File: src/sdt_pkg.sv
// ----------------------------------------------------------------------------
// sdt_pkg: shared types and constants
// Constants and the per-cell record used by the device table chain.
// ----------------------------------------------------------------------------
`default_nettype none
package sdt_pkg;
  localparam int TABLE_DEPTH_DEF = 16;
  localparam int REPORT_MAX_DEF  = 8;
  localparam int ADDR_W  = 48;
  localparam int LEVEL_W = 8;
  localparam int KIND_W  = 8;
  localparam int TOTAL_W = 16;
  localparam int DCNT_W  = 5;

  localparam logic ACT_RECORD = 1'b0;
  localparam logic ACT_REPORT = 1'b1;

  typedef struct packed {
    logic [ADDR_W-1:0]         addr;
    logic signed [LEVEL_W-1:0] level;
    logic [KIND_W-1:0]         kind;
  } entry_t;
endpackage
`default_nettype wire

File: src/sdt_cell.sv
// ----------------------------------------------------------------------------
// sdt_cell: one table slot
// Holds one entry; loads a new value, or shifts in its neighbor's entry.
// ----------------------------------------------------------------------------
`default_nettype none
module sdt_cell
  import sdt_pkg::*;
(
  input  wire logic   clk,
  input  wire logic   load,
  input  wire entry_t load_val,
  input  wire logic   shift,
  input  wire entry_t shift_in,
  output entry_t      ent
);
  entry_t ent_r;
  always_ff @(posedge clk) begin
    if (load) ent_r <= load_val;
    else if (shift) ent_r <= shift_in;
  end
  assign ent = ent_r;
endmodule
`default_nettype wire

File: src/strongest_device_table_top.sv
// ----------------------------------------------------------------------------
// strongest_device_table_top: window table of strongest radio devices
// Record sightings in a chain of slot cells, report them sorted strongest first.
// ----------------------------------------------------------------------------
// Usage:
//  in_* channel: action 0 records a sighting, action 1 requests a report.
//  out_* channel: a report yields min(entries, REPORT_MAX) transactions, or
//  one transaction with entry_valid low when the table is empty; last marks
//  the final one. Records yield nothing.
//  One item is worked at a time. A record walks the cell chain with a
//  rotating scan: the chain rotates by one cell per cycle, first a full
//  rotation to look up the address and find the weakest slot, then a step
//  to pick the target while the chain holds, then a rotation to the chosen
//  slot, which is then written. A report runs a selection pass per shown
//  entry (a full rotation of the chain, then an emit step) and then waits
//  for the last output handshake.
//  The output register holds a transaction while out_stall is high; the
//  scan waits until it is taken.
//  Reset (rst_n low, synchronous) empties the table and the count; cell
//  contents are not cleared, only the fill and sighting counts are.
// ----------------------------------------------------------------------------
`default_nettype none
module strongest_device_table_top
  import sdt_pkg::*;
#(
  parameter int TABLE_DEPTH = TABLE_DEPTH_DEF,
  parameter int REPORT_MAX  = REPORT_MAX_DEF
) (
  input  wire logic                clk,
  input  wire logic                rst_n,
  input  wire logic                in_valid,
  output logic                     in_stall,
  input  wire logic                in_action,
  input  wire logic [ADDR_W-1:0]   in_device_addr,
  input  wire logic signed [LEVEL_W-1:0] in_signal_level,
  input  wire logic [KIND_W-1:0]   in_ad_kind,
  output logic                     out_valid,
  input  wire logic                out_stall,
  output logic                     out_entry_valid,
  output logic [ADDR_W-1:0]        out_out_addr,
  output logic signed [LEVEL_W-1:0] out_out_level,
  output logic [KIND_W-1:0]        out_out_kind,
  output logic [DCNT_W-1:0]        out_distinct_count,
  output logic [TOTAL_W-1:0]       out_sighting_count,
  output logic                     out_last
);
  localparam int IW = (TABLE_DEPTH > 1) ? $clog2(TABLE_DEPTH) : 1;
  localparam int CW = $clog2(TABLE_DEPTH + 1);
  localparam int RW = $clog2(REPORT_MAX + 1);

  typedef enum logic [5:0] {
    S_IDLE = 6'b000001, S_SCAN = 6'b000010, S_SEEK = 6'b000100,
    S_SEL  = 6'b001000, S_EMIT = 6'b010000, S_WAIT = 6'b100000
  } state_t;

  state_t state_r;
  entry_t cells [TABLE_DEPTH];
  logic   shift;
  logic   load0;
  entry_t load_val;

  // chain: cell 0 takes from the last cell, a full rotation each pass
  for (genvar g = 0; g < TABLE_DEPTH; g++) begin : g_cell
    sdt_cell u_cell (
      .clk(clk), .load((g == 0) && load0), .load_val(load_val),
      .shift(shift), .shift_in(cells[(g + TABLE_DEPTH - 1) % TABLE_DEPTH]),
      .ent(cells[g])
    );
  end

  // logical index of cell 0 is tracked by rotation offset
  logic [IW-1:0] rot_r;       // logical index held in physical cell 0
  logic [CW-1:0] used_r;
  logic [TOTAL_W-1:0] total_r;
  logic [CW-1:0] step_r;
  entry_t req_r;
  logic found_r;
  logic [IW-1:0] tgt_r;       // target logical index
  logic signed [LEVEL_W-1:0] best_r;
  logic [IW-1:0] bidx_r;
  logic [TABLE_DEPTH-1:0] taken_r;
  logic [RW-1:0] shown_r, nshow_r;
  logic [CW-1:0] n_r;
  logic [TOTAL_W-1:0] tot_snap_r;
  entry_t best_ent_r;

  logic [IW-1:0] cur_idx;
  logic cur_used;
  logic seek_pick;            // first SEEK cycle: target is chosen, chain holds
  assign cur_idx   = rot_r;
  assign cur_used  = {1'b0, cur_idx} < used_r;
  assign seek_pick = (state_r == S_SEEK) && (step_r == CW'(TABLE_DEPTH));

  logic ovld_r;
  entry_t oent_r;
  logic oev_r, olast_r;
  logic o_load;

  // new output transaction: empty report, or one sorted entry
  assign o_load = ((state_r == S_IDLE) && in_valid && (in_action == ACT_REPORT) &&
                   (used_r == '0)) ||
                  ((state_r == S_EMIT) && (!ovld_r || !out_stall));

  assign in_stall = (state_r != S_IDLE);
  assign shift = (state_r == S_SCAN) || (state_r == S_SEL) ||
                 ((state_r == S_SEEK) && !seek_pick && (cur_idx != tgt_r));
  assign load0 = (state_r == S_SEEK) && !seek_pick && (cur_idx == tgt_r);
  assign load_val = (found_r) ?
      '{addr: req_r.addr,
        level: (req_r.level > cells[0].level) ? req_r.level : cells[0].level,
        kind: req_r.kind} : req_r;

  always_ff @(posedge clk) begin
    if (!rst_n) begin
      state_r <= S_IDLE; rot_r <= '0; used_r <= '0; total_r <= '0;
      ovld_r <= 1'b0;
    end else begin
      ovld_r <= o_load || (ovld_r && out_stall);
      if (shift) rot_r <= (rot_r == '0) ? IW'(TABLE_DEPTH - 1) : rot_r - 1'b1;
      unique case (state_r)
        S_IDLE: if (in_valid) begin
          req_r <= '{addr: in_device_addr, level: in_signal_level, kind: in_ad_kind};
          step_r <= '0; found_r <= 1'b0;
          best_r <= {1'b0, {(LEVEL_W-1){1'b1}}}; bidx_r <= '0;
          if (in_action == ACT_RECORD) begin
            if (total_r != '1) total_r <= total_r + 1'b1;
            state_r <= S_SCAN;
          end else begin
            n_r <= used_r; tot_snap_r <= total_r; taken_r <= '0;
            shown_r <= '0; best_ent_r <= '0;
            nshow_r <= (used_r > CW'(REPORT_MAX)) ? RW'(REPORT_MAX) : RW'(used_r);
            if (used_r == '0) begin
              oent_r <= '0; oev_r <= 1'b0; olast_r <= 1'b1;
              state_r <= S_WAIT;
            end else state_r <= S_SEL;
          end
        end
        S_SCAN: begin
          // look at logical entry cur_idx in cell 0 this cycle
          if (cur_used && !found_r && cells[0].addr == req_r.addr) begin
            found_r <= 1'b1; tgt_r <= cur_idx;
          end
          if (cells[0].level < best_r ||
              ({1'b0, cur_idx} == CW'(0) && step_r == '0) ||
              (cells[0].level == best_r && cur_idx < bidx_r)) begin
            best_r <= cells[0].level; bidx_r <= cur_idx;
          end
          step_r <= step_r + 1'b1;
          if (step_r == CW'(TABLE_DEPTH - 1)) state_r <= S_SEEK;
        end
        S_SEEK: begin
          // pick target once on entry (found / free / weakest), or drop the record
          if (seek_pick) begin
            step_r <= '0;
            if (!found_r) begin
              if (used_r < CW'(TABLE_DEPTH)) begin
                tgt_r <= IW'(used_r); used_r <= used_r + 1'b1;
              end else if (best_r < req_r.level) tgt_r <= bidx_r;
              else state_r <= S_IDLE;
            end
          end else if (cur_idx == tgt_r) state_r <= S_IDLE;
        end
        S_SEL: begin
          if (cur_used && !taken_r[cur_idx] &&
              (step_r == '0 || cells[0].level > best_r ||
               (cells[0].level == best_r && cur_idx < bidx_r) || !found_r)) begin
            best_r <= cells[0].level; bidx_r <= cur_idx;
            best_ent_r <= cells[0]; found_r <= 1'b1;
          end
          step_r <= step_r + 1'b1;
          if (step_r == CW'(TABLE_DEPTH - 1)) state_r <= S_EMIT;
        end
        S_EMIT: if (!ovld_r || !out_stall) begin
          oent_r <= best_ent_r; oev_r <= 1'b1;
          olast_r <= (shown_r + 1'b1 == nshow_r);
          taken_r[bidx_r] <= 1'b1;
          shown_r <= shown_r + 1'b1; step_r <= '0; found_r <= 1'b0;
          if (shown_r + 1'b1 == nshow_r) state_r <= S_WAIT;
          else state_r <= S_SEL;
        end
        S_WAIT: if (ovld_r && !out_stall) begin
          used_r <= '0; total_r <= '0; state_r <= S_IDLE;
        end
        default: state_r <= S_IDLE;
      endcase
    end
  end

  assign out_valid          = ovld_r;
  assign out_entry_valid    = oev_r;
  assign out_out_addr       = oent_r.addr;
  assign out_out_level      = oent_r.level;
  assign out_out_kind       = oent_r.kind;
  assign out_distinct_count = DCNT_W'(n_r);
  assign out_sighting_count = tot_snap_r;
  assign out_last           = olast_r;

  a_fill: assert property (@(posedge clk) disable iff (!rst_n)
    used_r <= CW'(TABLE_DEPTH)) else $error("fill count overflow");
  a_busy: assert property (@(posedge clk) disable iff (!rst_n)
    (state_r != S_IDLE) |-> in_stall) else $error("accepted while busy");
  a_hold: assert property (@(posedge clk) disable iff (!rst_n)
    (ovld_r && out_stall) |=> ovld_r) else $error("result dropped");
endmodule
`default_nettype wire
File: config.mk
export PLATFORM = sky130hd
export DESIGN_NAME = strongest_device_table_top
export DESIGN_NICKNAME = d
export VERILOG_FILES = /design/src/sdt_pkg.sv /design/src/sdt_cell.sv /design/src/strongest_device_table_top.sv
export SDC_FILE = /design/constraint.sdc
export NUM_CORES = 1
export LEC_CHECK = 0
export CAP_MARGIN = 10
export CORE_MARGIN = 1
export CORE_UTILIZATION = 55
export DETAILED_ROUTE_END_ITERATION = 10
export DONT_BUFFER_PORTS = 1
export GPL_ROUTABILITY_DRIVEN = 0
export GPL_TIMING_DRIVEN = 0
export PLACE_DENSITY = 0.73
export SYNTH_ARGS = -nofsm -noshare
export SYNTH_HDL_FRONTEND = slang
export SYNTH_SLANG_ARGS = --single-unit
File: constraint.sdc
create_clock -name clk -period 39.3 [get_ports clk]
set_clock_uncertainty 0.15 [all_clocks]
set_input_delay 3.93 -clock clk [delete_from_list [all_inputs] [get_ports clk]]
set_output_delay 3.93 -clock clk [all_outputs]
set_load 0.05 [all_outputs]
* Word level (Yosys, flattened, before mapping)
Index checks and enable logic that the tools add are counted.
** Word-level totals
- Output and inout port bits :: 89
- Word-level logic and storage cells :: 268
- Flip-flop bits (word level) :: 1317
** Operators by class
- Bitwise logic cells :: 1
- Order comparisons :: 11
- Reduce and logical (&&, ||, !) cells :: 58
- Add/subtract/negate cells :: 5
- Eq/ne operators :: 36
- Multiplexer cells :: 83
** Operator list (count)
- 2-to-1 mux 64 bit :: 9
- one-hot mux 64 bit (2 select lines) :: 2
- 2-to-1 mux 16 bit :: 8
- 2-to-1 mux 6 bit :: 13
- one-hot mux 16 bit (2 select lines) :: 2
- == test 48 bit :: 1
- 2-to-1 mux 4 bit :: 12
- one-hot mux 6 bit (6 select lines) :: 1
- 2-to-1 mux 5 bit :: 7
- 2-to-1 mux 8 bit :: 4
- AND reduction 5 bit :: 6
- one-hot mux 8 bit (3 select lines) :: 1
- one-hot mux 5 bit (4 select lines) :: 1
- inequality test 2 x 1 -> 1 bit, second input constant :: 9
- AND reduction 6 bit :: 3
- logical AND 1 bit :: 17
- adder 16 x 1 -> 16 bit, second input constant :: 1
- > comparator 8 bit :: 2
- less-than comparator 8 bit :: 2
- inequality test 16 bit, second input constant :: 1
- OR 16 bit :: 1
- one-hot mux 4 bit (2 select lines) :: 2
- 2-to-1 mux 1 bit :: 14
- inequality test 2 bit, second input constant :: 6
- other kinds (42) :: 69

* Longest topological paths before layout
- Depth in word-level cells :: 8
- Depth in mapped cells :: 9
- Mapped depth without buffers :: 8

* Hierarchy
Synthesis repeated with hierarchy kept, for this count alone.
** Unflattened totals
- Cells, all modules :: 3133
- Area, all modules :: 59301.9 sq um
** Modules (own cells, without submodules)
- sdt_cell :: cells an instance 136, instances 16, area each 2905.3 sq um
- strongest_device_table_top :: cells an instance 957, instances 1, area each 12817.3 sq um

* Least setup slack after synthesis
OpenSTA, ideal clock, no wires.
- Path kind :: flip-flop to flip-flop
- From :: register state_r[5]
- To :: register rot_r[3], in the netlist cur_idx[3]
- Slack :: 11.390 ns
- Clock period less this slack :: 27.910 ns
- Arrival time :: 26.614 ns
- Buffers on the path :: 0
- Data required time :: 38.003 ns
- Stages on the path, launching flop included :: 5
- Cells stage by stage :: dfxtp_1 > nor4_1 > nand3_1 > o21ai_2 > a311oi_1
** Between the ends
- Word-level cells in the longest chain between the ends :: 6
** RTL lines
- start: declaration :: RTL line strongest_device_table_top.sv:56 : state_t state_r;
- start signal: assignment :: RTL line strongest_device_table_top.sv:115 : state_r <= S_IDLE; rot_r <= '0; used_r <= '0; total_r <= '0;
- start signal: assignment :: RTL line strongest_device_table_top.sv:127 : state_r <= S_SCAN;
- start signal: assignment :: RTL line strongest_device_table_top.sv:134 : state_r <= S_WAIT;
- == test 6 x 3 -> 1 bit :: RTL line strongest_device_table_top.sv:92, strongest_device_table_top.sv:106
- logical AND 1 bit :: RTL line strongest_device_table_top.sv:92 : assign seek_pick = (state_r == S_SEEK) && (step_r == CW'(TABLE_DEPTH));
- zero test 1 bit :: RTL line strongest_device_table_top.sv:106 : ((state_r == S_SEEK) && !seek_pick && (cur_idx != tgt_r));
- logical AND 1 bit (2 in a row) :: RTL line strongest_device_table_top.sv:106
- logical OR 1 bit * :: RTL line strongest_device_table_top.sv:105 : assign shift = (state_r == S_SCAN) || (state_r == S_SEL) ||
- via g_cell[0].u_cell.shift :: RTL line sdt_cell.sv:12 : input wire logic shift,
- end signal: assignment :: RTL line strongest_device_table_top.sv:119 : if (shift) rot_r <= (rot_r == '0) ? IW'(TABLE_DEPTH - 1) : rot_r - 1'b1;
- end: declaration :: RTL line strongest_device_table_top.sv:72 : logic [IW-1:0] rot_r;
The timed path passes the listed nets; every way through them passes the cells marked *.
A chain may end at the register's enable or synchronous reset.

* Final worst setup path
- From :: register state_r[1]
- To :: output port in_stall
** Between the ends
- Word-level cells in the longest chain between the ends :: 1
** RTL lines
- inequality test 6 x 1 -> 1 bit :: RTL line strongest_device_table_top.sv:104 : assign in_stall = (state_r != S_IDLE);
- end: declaration :: RTL line strongest_device_table_top.sv:32 : output logic in_stall,
Every way passes these cells.

==> reports/qor.csv <==
metric,value,unit
top-area cell type share of the netlist area,87.5,%
ratio of cells with drive above 1 in the final layout,14.2,%
most frequent cells in the layout,"edfxtp_1, and2_1, clkbuf_16",
share of total power in combinational logic,8.7,%
register-to-register path setup slack,34.92,ns
biggest fanout along the worst timing path,7,
Clock Path Buffers,3,
floorplan row count,103,
number of antenna violations at the first check in global routing,22,
category of the critical setup timing path,reg2out,
core footprint,79100,sq um
Post-route DRC,0,
pin count of the biggest net entering global routing,48,
part of the power in registers,56.9,%
peak supply drop,0.0434,mV
reg-to-reg critical path endpoint,g_cell[7].u_cell.ent[52]$_DFFE_PP_,
via count of the first global-routing pass,18800,
outcome,"finished, final reports clean",
Port-buffer cells,0,
IO Count,158,
vias per std cell,5.50,
type of element capturing the critical path,output port,
number of warnings reported in the yosys synthesis log,0,
worst hold endpoint,g_cell[9].u_cell.ent[43]$_DFFE_PP_,
Post-Layout Cell Count,3355,
Final TNS setup,0,ns
number of clock sinks,1317,
final number of hold-violating endpoints,0,
clk root buf,clkbuf_16,
average instance area after synthesis,21.8,sq um
"most common cell after layout, fill and taps aside",edfxtp_1,
CP arrival,2.04,ns
HPWL reported at the end of detailed placement,48.5,mm
clock-pin slew on the worst setup and hold paths,0.07,ns
cell types with the largest area share after synthesis,"edfxtp_1, and2_1, mux2_2",
Yosys cell types,60,
Power Dens Cells,67.5,nW/um^2
category of the worst setup path launch point,flop,
unrepaired setup endpoints after global routing,false,
switching power summed over all nets,844,uW
"Slew Viols, Final",0,
Die Ht,285,um
final-layout fill cell count,5165,
clock tree from TritonCTS,done,
Final Core Density,63.8,%
hold_sp,g_cell[8].u_cell.ent[43]$_DFFE_PP_,
Total Die Area,81300,sq um
drt total wl,77.0,mm
Routed WL per cell,22.9,um
number of synthesized register bits,1317,
Horiz. Die Dim,285,um
fraction of the cycle the final worst path needs,15.6,%
Hold Path Class,reg2reg,
leading area contributor after synthesis,edfxtp_1,
remaining global-route overflow,0,
share of synthesized area occupied by flip-flops and latches,88.9,%
Post-DRT Antenna Nets,0,
Vias,18400,
iteration-0 DRC count of the detailed router,1643,
placed cells,3130,
gate count after technology mapping,2027,
Overall Global Routing Usage,19.3,%
starting density of the core,55.7,%
number of buffers inserted during clock tree synthesis,121,
first-pass GRT wire length,116,mm
number of enable flip-flop cells after synthesis,1285,
share of power burned in the clock network,34.4,%
achievable clock frequency,0.164,GHz
Reg-to-Reg Start,state_r[3]$_SDFFE_PN0P_,
Post-layout nets,2309,
final count of negative-setup-slack endpoints,0,
post-synthesis async set-or-reset flop share,0,%
number of cells on the worst hold path,0,
Cell Int Power,2.56,mW
netlist area before placement,44100,sq um
most instantiated flip-flop cell in the synthesis netlist,edfxtp_1,
number of cells on the worst reg-to-reg path,12,
transition time at the pin with the least slew margin,1.08,ns
worst-skew pair later-pin latency,0.70,ns
Synth Net Count,2133,
post-route minimum period,6.12,ns
number of hold buffers added after cts,0,
required time of the critical path,35.22,ns
static leakage,16.4,nW
normalized max-slew margin,27.2,%
max-capacitance violation count,0,
"Setup Fix Bufs, Post-CTS",0,
DRT Pass-1 Iters,6,
switching fraction of total power,24.8,%
number of gates resized after cts,0,
Area growth syn-to-layout,14.5,%
number of levels in the clock H-tree,3,
[per-layer routing]
layer	wire (um)	global-route usage [%]	part of all wire [%]
met3	4610	4.14	6.0
met1	33500	27.7	44
met4	2090	6.56	2.7
met2	36600	29.8	48
met5	187	0	0.24
[worst max-delay path by stage]
stage,from,end,slack [ns],cells past startpoint
2_1_floorplan,state_r[5]$_SDFFE_PN0P_,cur_idx[3]$_SDFFE_PN0P_,11.39,4
3_3_place_gp,state_r[5]$_SDFFE_PN0P_,cur_idx[0]$_SDFFE_PN0P_,4.18,5
3_5_place_dp,in_valid,out_out_addr[35]$_SDFFCE_PN0P_,32.59,7
4_1_cts,state_r[1]$_SDFFE_PN0P_,in_stall,33.17,3
5_1_grt,state_r[1]$_SDFFE_PN0P_,in_stall,33.11,3
6_report,state_r[1]$_SDFFE_PN0P_,in_stall,33.18,3
[power groups by stage]
stage	clock network, mW	registers [mW]	logic [mW]
6_report	1.17	1.94	0.295
5_1_grt	1.25	1.96	0.319
4_1_cts	1.20	1.94	0.299
3_5_place_dp	0	1.97	0.298
3_3_place_gp	0	2.22	0.221
2_1_floorplan	0	2.13	0.163
[state kept, by name, indices dropped and copies added, names as in the netlist, 5 cells and up]
register,cells
out_out_level,8
out_distinct_count,5
state_r,6
req_r,64
used_r,5
out_out_kind,8
best_ent_r,64
step_r,5
out_sighting_count,16
taken_r,16
best_r,8
total_r,16
out_out_addr,48
g_cell.u_cell.ent,1024
[through the flow]
| step | total power, mW | setup WS (ns) | hold slack, ns | instance area, sq um |
|---|---|---|---|---|
| final | 3.41 | 33.18 | 0.241 | 50500 |
| after global routing | 3.53 | 33.11 | 0.245 | 50500 |
| after CTS | 3.44 | 33.17 | 0.239 | 50500 |
| after detailed placement | 2.26 | 32.59 | 0.255 | 46500 |
| after global placement | 2.44 | 4.18 | 0.252 | 45400 |
| after floorplan | 2.29 | 11.39 | 0.250 | 44100 |
[area by class of cell]
type	count	area [sq um]	share of cell area, %
buffer	37	156	0.310
multi-input combinational	627	4600	9.11
clock buffer	144	3180	6.29
inverter	46	173	0.342
tap	1050	1310	2.60
antenna	3	7.51	0.0149
clock inverter	78	827	1.64
sequential	1317	39200	77.7
timing repair buffer	53	1030	2.04
[Yosys cell counts, types with 7 or more instances]
cell type and number:
edfxtp_1 1285, and2_1 135, nor2_1 80, mux2_2 64
xor2_1 52, inv_1 43, ha_1 37, dfxtp_1 32
nand2_1 31, clkbuf_1 27, xnor2_1 26, a21oi_1 25
nand3_1 18, o21ai_0 18, nor3_1 15, nor4_1 15
a31oi_1 11, nand4_1 9, buf_2 8, mux2i_1 8
nor2b_1 7
[critical path: stages (launching register included)]
cell     delay, ns
dfxtp_1       0.38
or4_4         0.60
nor2_4        0.20
inv_2         0.20
[cell families after synthesis]
| kind of cell | share of synthesized area, % |
|---|---|
| compound gates | 1.41 |
| xor+xnor | 1.55 |
| fa+ha+maj | 1.05 |
| buf+inv | 0.746 |
| flops | 88.9 |
| mux | 2.02 |
| simple gates | 4.29 |
(Power assumes the default switching activity.)
